<file path="src/sv/morse_key_letter_decoder_defines.svh">
// Assertion macros for the Morse key letter decoder.
// Included by files that carry concurrent checks; no other dependencies.
`ifndef MORSE_KEY_LETTER_DECODER_DEFINES_SVH
`define MORSE_KEY_LETTER_DECODER_DEFINES_SVH
`ifndef ASSERT_OFF
// same-cycle implication, disabled in reset
`define MKLD_ASSERT(label, clk, rst_n, ante, cons) \
  label: assert property (@(posedge clk) disable iff (!rst_n) (ante) |-> (cons)) \
    else $error("mkld check failed");
// next-cycle implication, disabled in reset
`define MKLD_ASSERT_NXT(label, clk, rst_n, ante, cons) \
  label: assert property (@(posedge clk) disable iff (!rst_n) (ante) |=> (cons)) \
    else $error("mkld check failed");
`else
`define MKLD_ASSERT(label, clk, rst_n, ante, cons)
`define MKLD_ASSERT_NXT(label, clk, rst_n, ante, cons)
`endif
`endif

</file>
<file path="src/sv/mkld_pkg.sv">
// Shared types, constants and letter tables for the Morse key letter decoder.
// No dependencies.
`default_nettype none

package mkld_pkg;

  localparam int MaxSymbols = 5;
  localparam int CountWidth = 11;
  localparam int SymCntW    = 3;   // holds 0..MaxSymbols
  localparam int ThrW       = 10;
  localparam int CfgIdxW    = 2;
  localparam int KindW      = 2;
  localparam int CodeW      = 5;
  localparam int NumLetters = 26;

  localparam logic [CodeW-1:0]      ErrorCode = CodeW'(26);
  localparam logic [CountWidth-1:0] CountMax  = '1;

  typedef enum logic [KindW-1:0] {
    EvLetter  = 2'd0,
    EvTooMany = 2'd1,
    EvTooLong = 2'd2,
    EvNoMatch = 2'd3
  } event_kind_e;

  typedef enum logic [CfgIdxW-1:0] {
    CfgDash  = 2'd0,
    CfgPress = 2'd1,
    CfgGap   = 2'd2
  } cfg_idx_e;

  typedef struct packed {
    logic [ThrW-1:0] dash_thr;
    logic [ThrW-1:0] press_limit;
    logic [ThrW-1:0] gap_thr;
  } cfg_t;

  typedef struct packed {
    logic                     valid;
    event_kind_e              kind;
    logic [CodeW-1:0]         code;
  } event_t;

  typedef struct packed {
    logic             hit;
    logic [CodeW-1:0] index;
  } match_t;

  // symbol count per letter A..Z
  localparam logic [SymCntW-1:0] LetterLen [NumLetters] = '{
    3'd2, 3'd4, 3'd4, 3'd3, 3'd1, 3'd4, 3'd3, 3'd4, 3'd2, 3'd4, 3'd3, 3'd4, 3'd2,
    3'd2, 3'd3, 3'd4, 3'd4, 3'd3, 3'd3, 3'd1, 3'd3, 3'd4, 3'd3, 3'd4, 3'd4, 3'd4
  };

  // pattern per letter, first symbol at bit 0, dash = 1
  localparam logic [MaxSymbols-1:0] LetterBits [NumLetters] = '{
    5'd2, 5'd1, 5'd5, 5'd1, 5'd0, 5'd4, 5'd3, 5'd0, 5'd0, 5'd14, 5'd5, 5'd2, 5'd3,
    5'd1, 5'd7, 5'd6, 5'd11, 5'd2, 5'd0, 5'd1, 5'd4, 5'd8, 5'd6, 5'd9, 5'd13, 5'd3
  };

endpackage

`default_nettype wire

</file>
<file path="src/sv/mkld_cfg_regs.sv">
// Threshold registers of the Morse key letter decoder, written through a plain port.
// Depends on mkld_pkg.
`default_nettype none

module mkld_cfg_regs (
  input  wire logic                          clk_i,
  input  wire logic                          rst_ni,
  input  wire logic                          cfg_we_i,
  input  wire logic [mkld_pkg::CfgIdxW-1:0]  cfg_index_i,
  input  wire logic [mkld_pkg::ThrW-1:0]     cfg_data_i,
  output mkld_pkg::cfg_t                     cfg_o
);

  mkld_pkg::cfg_t cfg_q, cfg_d;

  always_comb begin
    cfg_d = cfg_q;
    if (cfg_we_i) begin
      unique case (mkld_pkg::cfg_idx_e'(cfg_index_i))
        mkld_pkg::CfgDash:  cfg_d.dash_thr    = cfg_data_i;
        mkld_pkg::CfgPress: cfg_d.press_limit = cfg_data_i;
        mkld_pkg::CfgGap:   cfg_d.gap_thr     = cfg_data_i;
        default:            cfg_d = cfg_q;   // unmapped index ignored
      endcase
    end
  end

  always_ff @(posedge clk_i or negedge rst_ni) begin
    if (!rst_ni) begin
      cfg_q.dash_thr    <= mkld_pkg::ThrW'(250);
      cfg_q.press_limit <= mkld_pkg::ThrW'(700);
      cfg_q.gap_thr     <= mkld_pkg::ThrW'(400);
    end else begin
      cfg_q <= cfg_d;
    end
  end

  assign cfg_o = cfg_q;

endmodule

`default_nettype wire

</file>
<file path="src/sv/mkld_letter_match.sv">
// Parallel match of a held symbol pattern against the 26 letter codes.
// Depends on mkld_pkg.
`default_nettype none

module mkld_letter_match (
  input  wire logic [mkld_pkg::SymCntW-1:0]    sym_count_i,
  input  wire logic [mkld_pkg::MaxSymbols-1:0] sym_bits_i,
  output mkld_pkg::match_t                     match_o
);

  logic [mkld_pkg::NumLetters-1:0] hit;
  logic [mkld_pkg::CodeW-1:0]      index;

  always_comb begin
    for (int i = 0; i < mkld_pkg::NumLetters; i++) begin
      hit[i] = (mkld_pkg::LetterLen[i] == sym_count_i) &&
               (mkld_pkg::LetterBits[i] == sym_bits_i);
    end
  end

  // letter codes are unique, so at most one hit: OR the indices together
  always_comb begin
    index = '0;
    for (int i = 0; i < mkld_pkg::NumLetters; i++) begin
      if (hit[i]) begin
        index = index | mkld_pkg::CodeW'(i);
      end
    end
  end

  assign match_o.hit   = |hit;
  assign match_o.index = index;

endmodule

`default_nettype wire

</file>
<file path="src/sv/mkld_core.sv">
// Decode state of the Morse key letter decoder: press/gap timing and symbol capture.
// Depends on mkld_pkg and mkld_letter_match.
`default_nettype none

module mkld_core (
  input  wire logic           clk_i,
  input  wire logic           rst_ni,
  input  wire logic           step_i,
  input  wire logic           level_i,
  input  wire mkld_pkg::cfg_t cfg_i,
  output mkld_pkg::event_t    event_o
);

  logic                              active_q, active_d;
  logic                              key_down_q, key_down_d;
  logic [mkld_pkg::CountWidth-1:0]   count_q, count_d;
  logic [mkld_pkg::SymCntW-1:0]      sym_cnt_q, sym_cnt_d;
  logic [mkld_pkg::MaxSymbols-1:0]   sym_bits_q, sym_bits_d;
  logic [mkld_pkg::CountWidth-1:0]   count_inc;
  logic [mkld_pkg::CountWidth-1:0]   dash_thr, press_limit, gap_thr;
  mkld_pkg::match_t                  match;
  mkld_pkg::event_t                  evt;

  mkld_letter_match u_match (
    .sym_count_i (sym_cnt_q),
    .sym_bits_i  (sym_bits_q),
    .match_o     (match)
  );

  assign count_inc   = (count_q == mkld_pkg::CountMax) ? count_q
                                                       : count_q + 1'b1;
  assign dash_thr    = mkld_pkg::CountWidth'(cfg_i.dash_thr);
  assign press_limit = mkld_pkg::CountWidth'(cfg_i.press_limit);
  assign gap_thr     = mkld_pkg::CountWidth'(cfg_i.gap_thr);

  always_comb begin
    active_d   = active_q;
    key_down_d = key_down_q;
    count_d    = count_q;
    sym_cnt_d  = sym_cnt_q;
    sym_bits_d = sym_bits_q;
    evt.valid  = 1'b0;
    evt.kind   = mkld_pkg::EvLetter;
    evt.code   = mkld_pkg::ErrorCode;

    if (!active_q) begin
      if (level_i) begin
        active_d   = 1'b1;
        key_down_d = 1'b1;
        count_d    = '0;
        sym_cnt_d  = '0;
        sym_bits_d = '0;
      end
    end else if (level_i) begin
      key_down_d = 1'b1;
      count_d    = key_down_q ? count_inc : '0;
    end else if (key_down_q) begin
      // release: overflow check first, then press limit, then dot/dash
      key_down_d = 1'b0;
      count_d    = '0;
      if (sym_cnt_q >= mkld_pkg::SymCntW'(mkld_pkg::MaxSymbols)) begin
        evt.valid = 1'b1;
        evt.kind  = mkld_pkg::EvTooMany;
      end else if (count_q > press_limit) begin
        evt.valid = 1'b1;
        evt.kind  = mkld_pkg::EvTooLong;
      end else begin
        if (count_q > dash_thr) begin
          sym_bits_d = sym_bits_q | (mkld_pkg::MaxSymbols'(1) << sym_cnt_q);
        end
        sym_cnt_d = sym_cnt_q + 1'b1;
      end
    end else begin
      count_d = count_inc;
      if (count_inc > gap_thr) begin
        evt.valid = 1'b1;
        if (match.hit) begin
          evt.kind = mkld_pkg::EvLetter;
          evt.code = match.index;
        end else begin
          evt.kind = mkld_pkg::EvNoMatch;
        end
      end
    end

    // any report returns to idle
    if (evt.valid) begin
      active_d   = 1'b0;
      key_down_d = 1'b0;
      count_d    = '0;
      sym_cnt_d  = '0;
      sym_bits_d = '0;
    end
  end

  always_ff @(posedge clk_i or negedge rst_ni) begin
    if (!rst_ni) begin
      active_q   <= 1'b0;
      key_down_q <= 1'b0;
      count_q    <= '0;
      sym_cnt_q  <= '0;
      sym_bits_q <= '0;
    end else if (step_i) begin
      active_q   <= active_d;
      key_down_q <= key_down_d;
      count_q    <= count_d;
      sym_cnt_q  <= sym_cnt_d;
      sym_bits_q <= sym_bits_d;
    end
  end

  assign event_o = evt;

endmodule

`default_nettype wire

</file>
<file path="src/sv/morse_key_letter_decoder.sv">
// Morse key letter decoder: one key level per tick in, letter or error reports out.
//
// Input channel: in_valid_i / in_stall_o carry button_level_i, one sample per
// tick; a transfer happens on a rising edge with valid high and stall low.
// Output channel: out_valid_o / out_stall_i carry event_kind_o and
// display_code_o; most ticks produce no report.
// Throughput: one sample per cycle while the output is not stalled. A sample is
// registered on transfer, evaluated against the decode state from the input
// register, and its report, if any, is registered in the result register.
// The state update and letter match sit between the input register and the
// result register, so the per-sample path is one counter, one compare chain
// and a 26-way pattern compare.
// Stall: while a report waits on a stalled output, the sample in the input
// register waits too and in_stall_o goes high; one more sample can be
// taken as the waiting report is drained.
// Reset: thresholds return to 250/700/400 ticks and the decoder goes idle.
// Thresholds are written via cfg_we_i/cfg_index_i/cfg_data_i; the user writes them
// only while idle (not enforced by the block); unmapped-index writes are dropped.
// Depends on mkld_pkg, mkld_cfg_regs, mkld_core and the defines header.
`default_nettype none

`include "morse_key_letter_decoder_defines.svh"

module morse_key_letter_decoder (
  input  wire logic                         clk_i,
  input  wire logic                         rst_ni,
  input  wire logic                         in_valid_i,
  output wire logic                         in_stall_o,
  input  wire logic                         button_level_i,
  output wire logic                         out_valid_o,
  input  wire logic                         out_stall_i,
  output wire logic [mkld_pkg::KindW-1:0]   event_kind_o,
  output wire logic [mkld_pkg::CodeW-1:0]   display_code_o,
  input  wire logic                         cfg_we_i,
  input  wire logic [mkld_pkg::CfgIdxW-1:0] cfg_index_i,
  input  wire logic [mkld_pkg::ThrW-1:0]    cfg_data_i
);

  logic                        s1_valid_q;
  logic                        level_q;
  logic                        out_valid_q;
  mkld_pkg::event_kind_e       kind_q;
  logic [mkld_pkg::CodeW-1:0]  code_q;
  logic                        out_free;
  logic                        step;
  logic                        in_xfer;
  mkld_pkg::cfg_t              cfg;
  mkld_pkg::event_t            evt;

  assign out_free   = !out_valid_q || !out_stall_i;
  assign step       = s1_valid_q && out_free;
  assign in_stall_o = s1_valid_q && !out_free;
  assign in_xfer    = in_valid_i && !in_stall_o;

  mkld_cfg_regs u_cfg (
    .clk_i       (clk_i),
    .rst_ni      (rst_ni),
    .cfg_we_i    (cfg_we_i),
    .cfg_index_i (cfg_index_i),
    .cfg_data_i  (cfg_data_i),
    .cfg_o       (cfg)
  );

  mkld_core u_core (
    .clk_i   (clk_i),
    .rst_ni  (rst_ni),
    .step_i  (step),
    .level_i (level_q),
    .cfg_i   (cfg),
    .event_o (evt)
  );

  // input register
  always_ff @(posedge clk_i or negedge rst_ni) begin
    if (!rst_ni) begin
      s1_valid_q <= 1'b0;
    end else if (!in_stall_o) begin
      s1_valid_q <= in_valid_i;
    end
  end

  always_ff @(posedge clk_i) begin
    if (in_xfer) begin
      level_q <= button_level_i;
    end
  end

  // result register
  always_ff @(posedge clk_i or negedge rst_ni) begin
    if (!rst_ni) begin
      out_valid_q <= 1'b0;
    end else if (out_free) begin
      out_valid_q <= step && evt.valid;
    end
  end

  always_ff @(posedge clk_i) begin
    if (step && evt.valid) begin
      kind_q <= evt.kind;
      code_q <= evt.code;
    end
  end

  assign out_valid_o    = out_valid_q;
  assign event_kind_o   = kind_q;
  assign display_code_o = code_q;

  `MKLD_ASSERT(a_code_matches_kind, clk_i, rst_ni, out_valid_o,
    ((event_kind_o == mkld_pkg::EvLetter) == (display_code_o != mkld_pkg::ErrorCode)))
  `MKLD_ASSERT(a_stall_only_on_held_report, clk_i, rst_ni, in_stall_o,
    (out_valid_o && out_stall_i))
  `MKLD_ASSERT_NXT(a_no_report_from_nothing, clk_i, rst_ni,
    (!out_valid_o && !s1_valid_q), !out_valid_o)

endmodule

`default_nettype wire
</file>
<file path="config.mk">
export PLATFORM = sky130hd
export DESIGN_NAME = morse_key_letter_decoder
export DESIGN_NICKNAME = d
export VERILOG_FILES = /design/src/sv/mkld_pkg.sv /design/src/sv/mkld_cfg_regs.sv /design/src/sv/mkld_letter_match.sv /design/src/sv/mkld_core.sv /design/src/sv/morse_key_letter_decoder.sv
export VERILOG_INCLUDE_DIRS = /design/src /design/src/sv
export SDC_FILE = /design/constraint.sdc
export NUM_CORES = 1
export LEC_CHECK = 0
export ABC_AREA = 1
export BUFFER_PORTS_ARGS = -buffer_cell sky130_fd_sc_hd__buf_2
export CORE_MARGIN = 5
export CORE_UTILIZATION = 60
export CTS_CLUSTER_SIZE = 30
export DETAILED_ROUTE_END_ITERATION = 10
export PLACE_DENSITY = 0.79
export SLEW_MARGIN = 20
export SYNTH_ARGS = -nofsm -noshare
export SYNTH_HDL_FRONTEND = slang
export SYNTH_SLANG_ARGS = --single-unit
export TNS_END_PERCENT = 10
</file>
<file path="constraint.sdc">
create_clock -name clk_i -period 4.1 [get_ports clk_i]
set_input_delay 0.205 -clock clk_i [delete_from_list [all_inputs] [get_ports clk_i]]
set_output_delay 0.205 -clock clk_i [all_outputs]
set_load 0.01 [all_outputs]
</file>
==> results.toml <==
[critical_path]
crit_path_max_incr_delay_ps = 530
crit_top_cell = "nand2_1"
start_kind = "flop"
cp_slowest_cell = "nor2_1"
ff2ff_setup_slack_ps = 320
worstPathRequired_ps = 4080
arrival_ps = 3760
cp_max_fo = 10
path_class = "flop to flop"
r2r-start = "u_core.count_q[1]$_DFFE_PN0P_"
r2r_cells = 19
crit_chain = "ha_1 > inv_1 > nor2_2 > nand3b_1 > or2_1 > nand4_1 > nor2_1 > xor2_1 > ha_1 > nand2_1 > nor2_1 > nand2_1 > nand2_1 > nand2_1 > nand3_1 > nand2_2 > nand2_4 > nand4_1 > nor2_1"
worst_setup_path_end_kind = "flop"
rr_endpoint = "display_code_o[1]$_SDFFCE_PN1P_"

[sta]
hold_viol = 0
period_needed_ps = 3780
period_share_pct = 92.2
tns_ps = 0
slew_violations = 0
slew_headroom_pct = 29.8
rsz0062_at_grt = "no"
fmax_ghz = 0.265
finClkSkew_ps = 16.2
worstMarginPinSlew_ps = 1050
finalSetupViolCount = 0

[global_route]
track_usage_pct = 23.0
grt_pass1_vias = 3540
grt_antenna_before_repair = 0
grt_overflow_total = 0
grt_first_pass_wirelength_mm = 15.9
grt_max_degree = 54

[synthesis]
synthArstFlopShare_pct = 86.9
seq_area_frac_synth_pct = 38.4
synth_area_mm2 = 0.00413
ys_types = 43
syn_avg_cell_area_um2 = 7.69
synth-seq-cells = 61
synth_edf_count = 8
ys.warnings.count = 0
syn_nets = 593
synthCells = 537
synth_ff_type = "dfrtp_1"

[min_path]
min_path_type = "input port to flop"
hold_start = "button_level_i"
hold_depth = 1
holdPathEnd = "level_q$_DFFE_PP_"

[power]
power.leakage_nw = 2.31
power.density_mw_per_mm2 = 528
power_mw = 2.40
vdd_drop_max_v = 0.000323

[die]
fp.dieArea_mm2 = 0.00865
die_w_um = 93.0
start_util_pct = 61.1
die_h_um = 93.0
core_mm2 = 0.00676
io-pin-count = 27
num_rows = 30

[cts]
clockBufferDepth = 2
numClockSinks = 61
cts_tree = "done"
ctsHtreeMaxLevel = 3
cts_made_buffers = 9
clk_pin_slew_ps = 70
cts-root-buf = "clkbuf_8"
post_cts_buffers = 0
cts-hold-fix-buffers = 1
cts_resized = 0
clock_latency_ps = 350

[route]
vias_per_cell = 5.59
final_antenna_net_count = 0
vias = 3636
drt_iter0_markers = 195
post_drt_wl_per_cell_um = 14.4
drt_wl_total_mm = 9.36
route.detailed.drc = 0
detail_route.first_pass.iterations = 5

[run_status]
status = "finished clean"

[cells_and_area]
n_antenna_cell = 0
final_area_mm2 = 0.00454
area_delta_synth_final_pct = 9.81
fin_util_pct = 67.1
drive_gt1_share_pct = 13.9
nets = 621
fillerInstances = 568
finalNonFillerCells = 650
regArea_mm2 = 0.00159
multi_input_area_mm2 = 0.00212

[placed_design]
io_buffers = 26
place_area_mm2 = 0.00431
globalplace.congestion = 0.911
placed_cells = 633
dp_hpwl_mm = 7.00

[run]
drv_cap = 0
## synth_stat cells (2+ instances only)
master	count	area share [%]
nand2_1	116	11
inv_1	94	8.5
o21ai_0	43	5.2
nor2_1	41	3.7
dfrtp_1	38	23
ha_1	38	12
nand3_1	35	4.2
a21oi_1	18	2.2
dfstp_2	15	9.5
nand4_1	14	2.1
o21ai_1	12	1.5
edfxtp_1	8	5.8
clkbuf_1	7	0.64
nor3_1	6	0.73
xor2_1	6	1.3
nand3_2	5	1.2
nand2_2	4	0.61
nand3_4	4	1.7
o22ai_1	4	0.61
o211ai_1	3	0.55
buf_2	2	0.24
buf_6	2	0.55
nand3b_1	2	0.36
## sequential cells by signal, indices dropped and copies added (netlist names)
| register | flops |
|---|---|
| u_core.active_q | 1 |
| out_valid_o | 1 |
| u_core.key_down_q | 1 |
| event_kind_o | 2 |
| u_core.sym_cnt_q | 3 |
| display_code_o | 5 |
| u_cfg.cfg_o | 30 |
| u_core.sym_bits_q | 5 |
| u_core.count_q | 11 |
| level_q | 1 |
| s1_valid_q | 1 |
## metal layers
| layer | vias up | GRT usage, % | part of all wire, % |
|---|---|---|---|
| met5 | - | 0 | 0 |
| met4 | 0 | 8.79 | 2.4 |
| met3 | 21 | 4.67 | 5.3 |
| met2 | 110 | 35.6 | 44 |
| met1 | 1688 | 31.8 | 48 |
| li1 | 1817 | - | - |
## cells in the final DEF, fill, tap and decap left out, drive strengths merged, types with 3 or more instances in the layout
cell    count
nor2       42
nand2     121
edfxtp      8
xor2        6
dfrtp      38
o211ai      3
nand3      44
nor3        7
inv        98
dfstp      15
a21oi      18
ha         38
o22ai       4
buf        28
nand4      15
o21ai      56
clkbuf     12
## power breakdown
group	internal, mW	switching, mW	leakage (nW)
registers	0.739	0.105	0.715
clock network	0.333	0.253	0.114
logic	0.306	0.659	1.48
total	1.38	1.02	2.31
## final cells by class
class,instances,share of cell area (%)
Clock buffer,12,3.64
Multi-Input combinational cell,368,46.7
Clock inverter,4,1.13
Timing Repair Buffer,29,3.42
Sequential cell,61,34.9
Inverter,96,7.94
Tap cell,80,2.21
## cells by family after synthesis
group,share of synthesized area (%)
fa+ha+maj,11.5
buf+inv,10.3
flops,38.4
compound gates,11.5
xor+xnor,1.27
simple gates,27.0
## worst max-delay path: cells and delay by family, from the launching register on
family | cells | cell delay, ps
simple gates | 15 | 2220
fa+ha+maj | 2 | 520
xor+xnor | 1 | 160
flops | 1 | 450
buf+inv | 1 | 70
## worst max path at each step
stage / slack (ps) / end / cells past startpoint / startpoint
after CTS: 360 / event_kind_o[0]$_SDFFCE_PN0P_ / 19 / u_core.count_q[1]$_DFFE_PN0P_
after global placement: 600 / display_code_o[1]$_SDFFCE_PN1P_ / 19 / u_core.count_q[1]$_DFFE_PN0P_
after global routing: 40 / event_kind_o[0]$_SDFFCE_PN0P_ / 19 / u_core.count_q[1]$_DFFE_PN0P_
final: 320 / display_code_o[1]$_SDFFCE_PN1P_ / 19 / u_core.count_q[1]$_DFFE_PN0P_
after detailed placement: 390 / display_code_o[4]$_SDFFCE_PN1P_ / 19 / u_core.count_q[1]$_DFFE_PN0P_
after floorplan: 900 / display_code_o[0]$_SDFFCE_PN0P_ / 20 / u_core.count_q[1]$_DFFE_PN0P_
## metrics by stage
step           setup slack [ps]  hold WS [ps]
2_1_floorplan               903         -90.6
3_3_place_gp                604           356
3_5_place_dp                392           363
4_1_cts                     359          25.8
5_1_grt                    37.1          29.0
6_report                    321          37.6
Power figures use the tool's default switching activity.
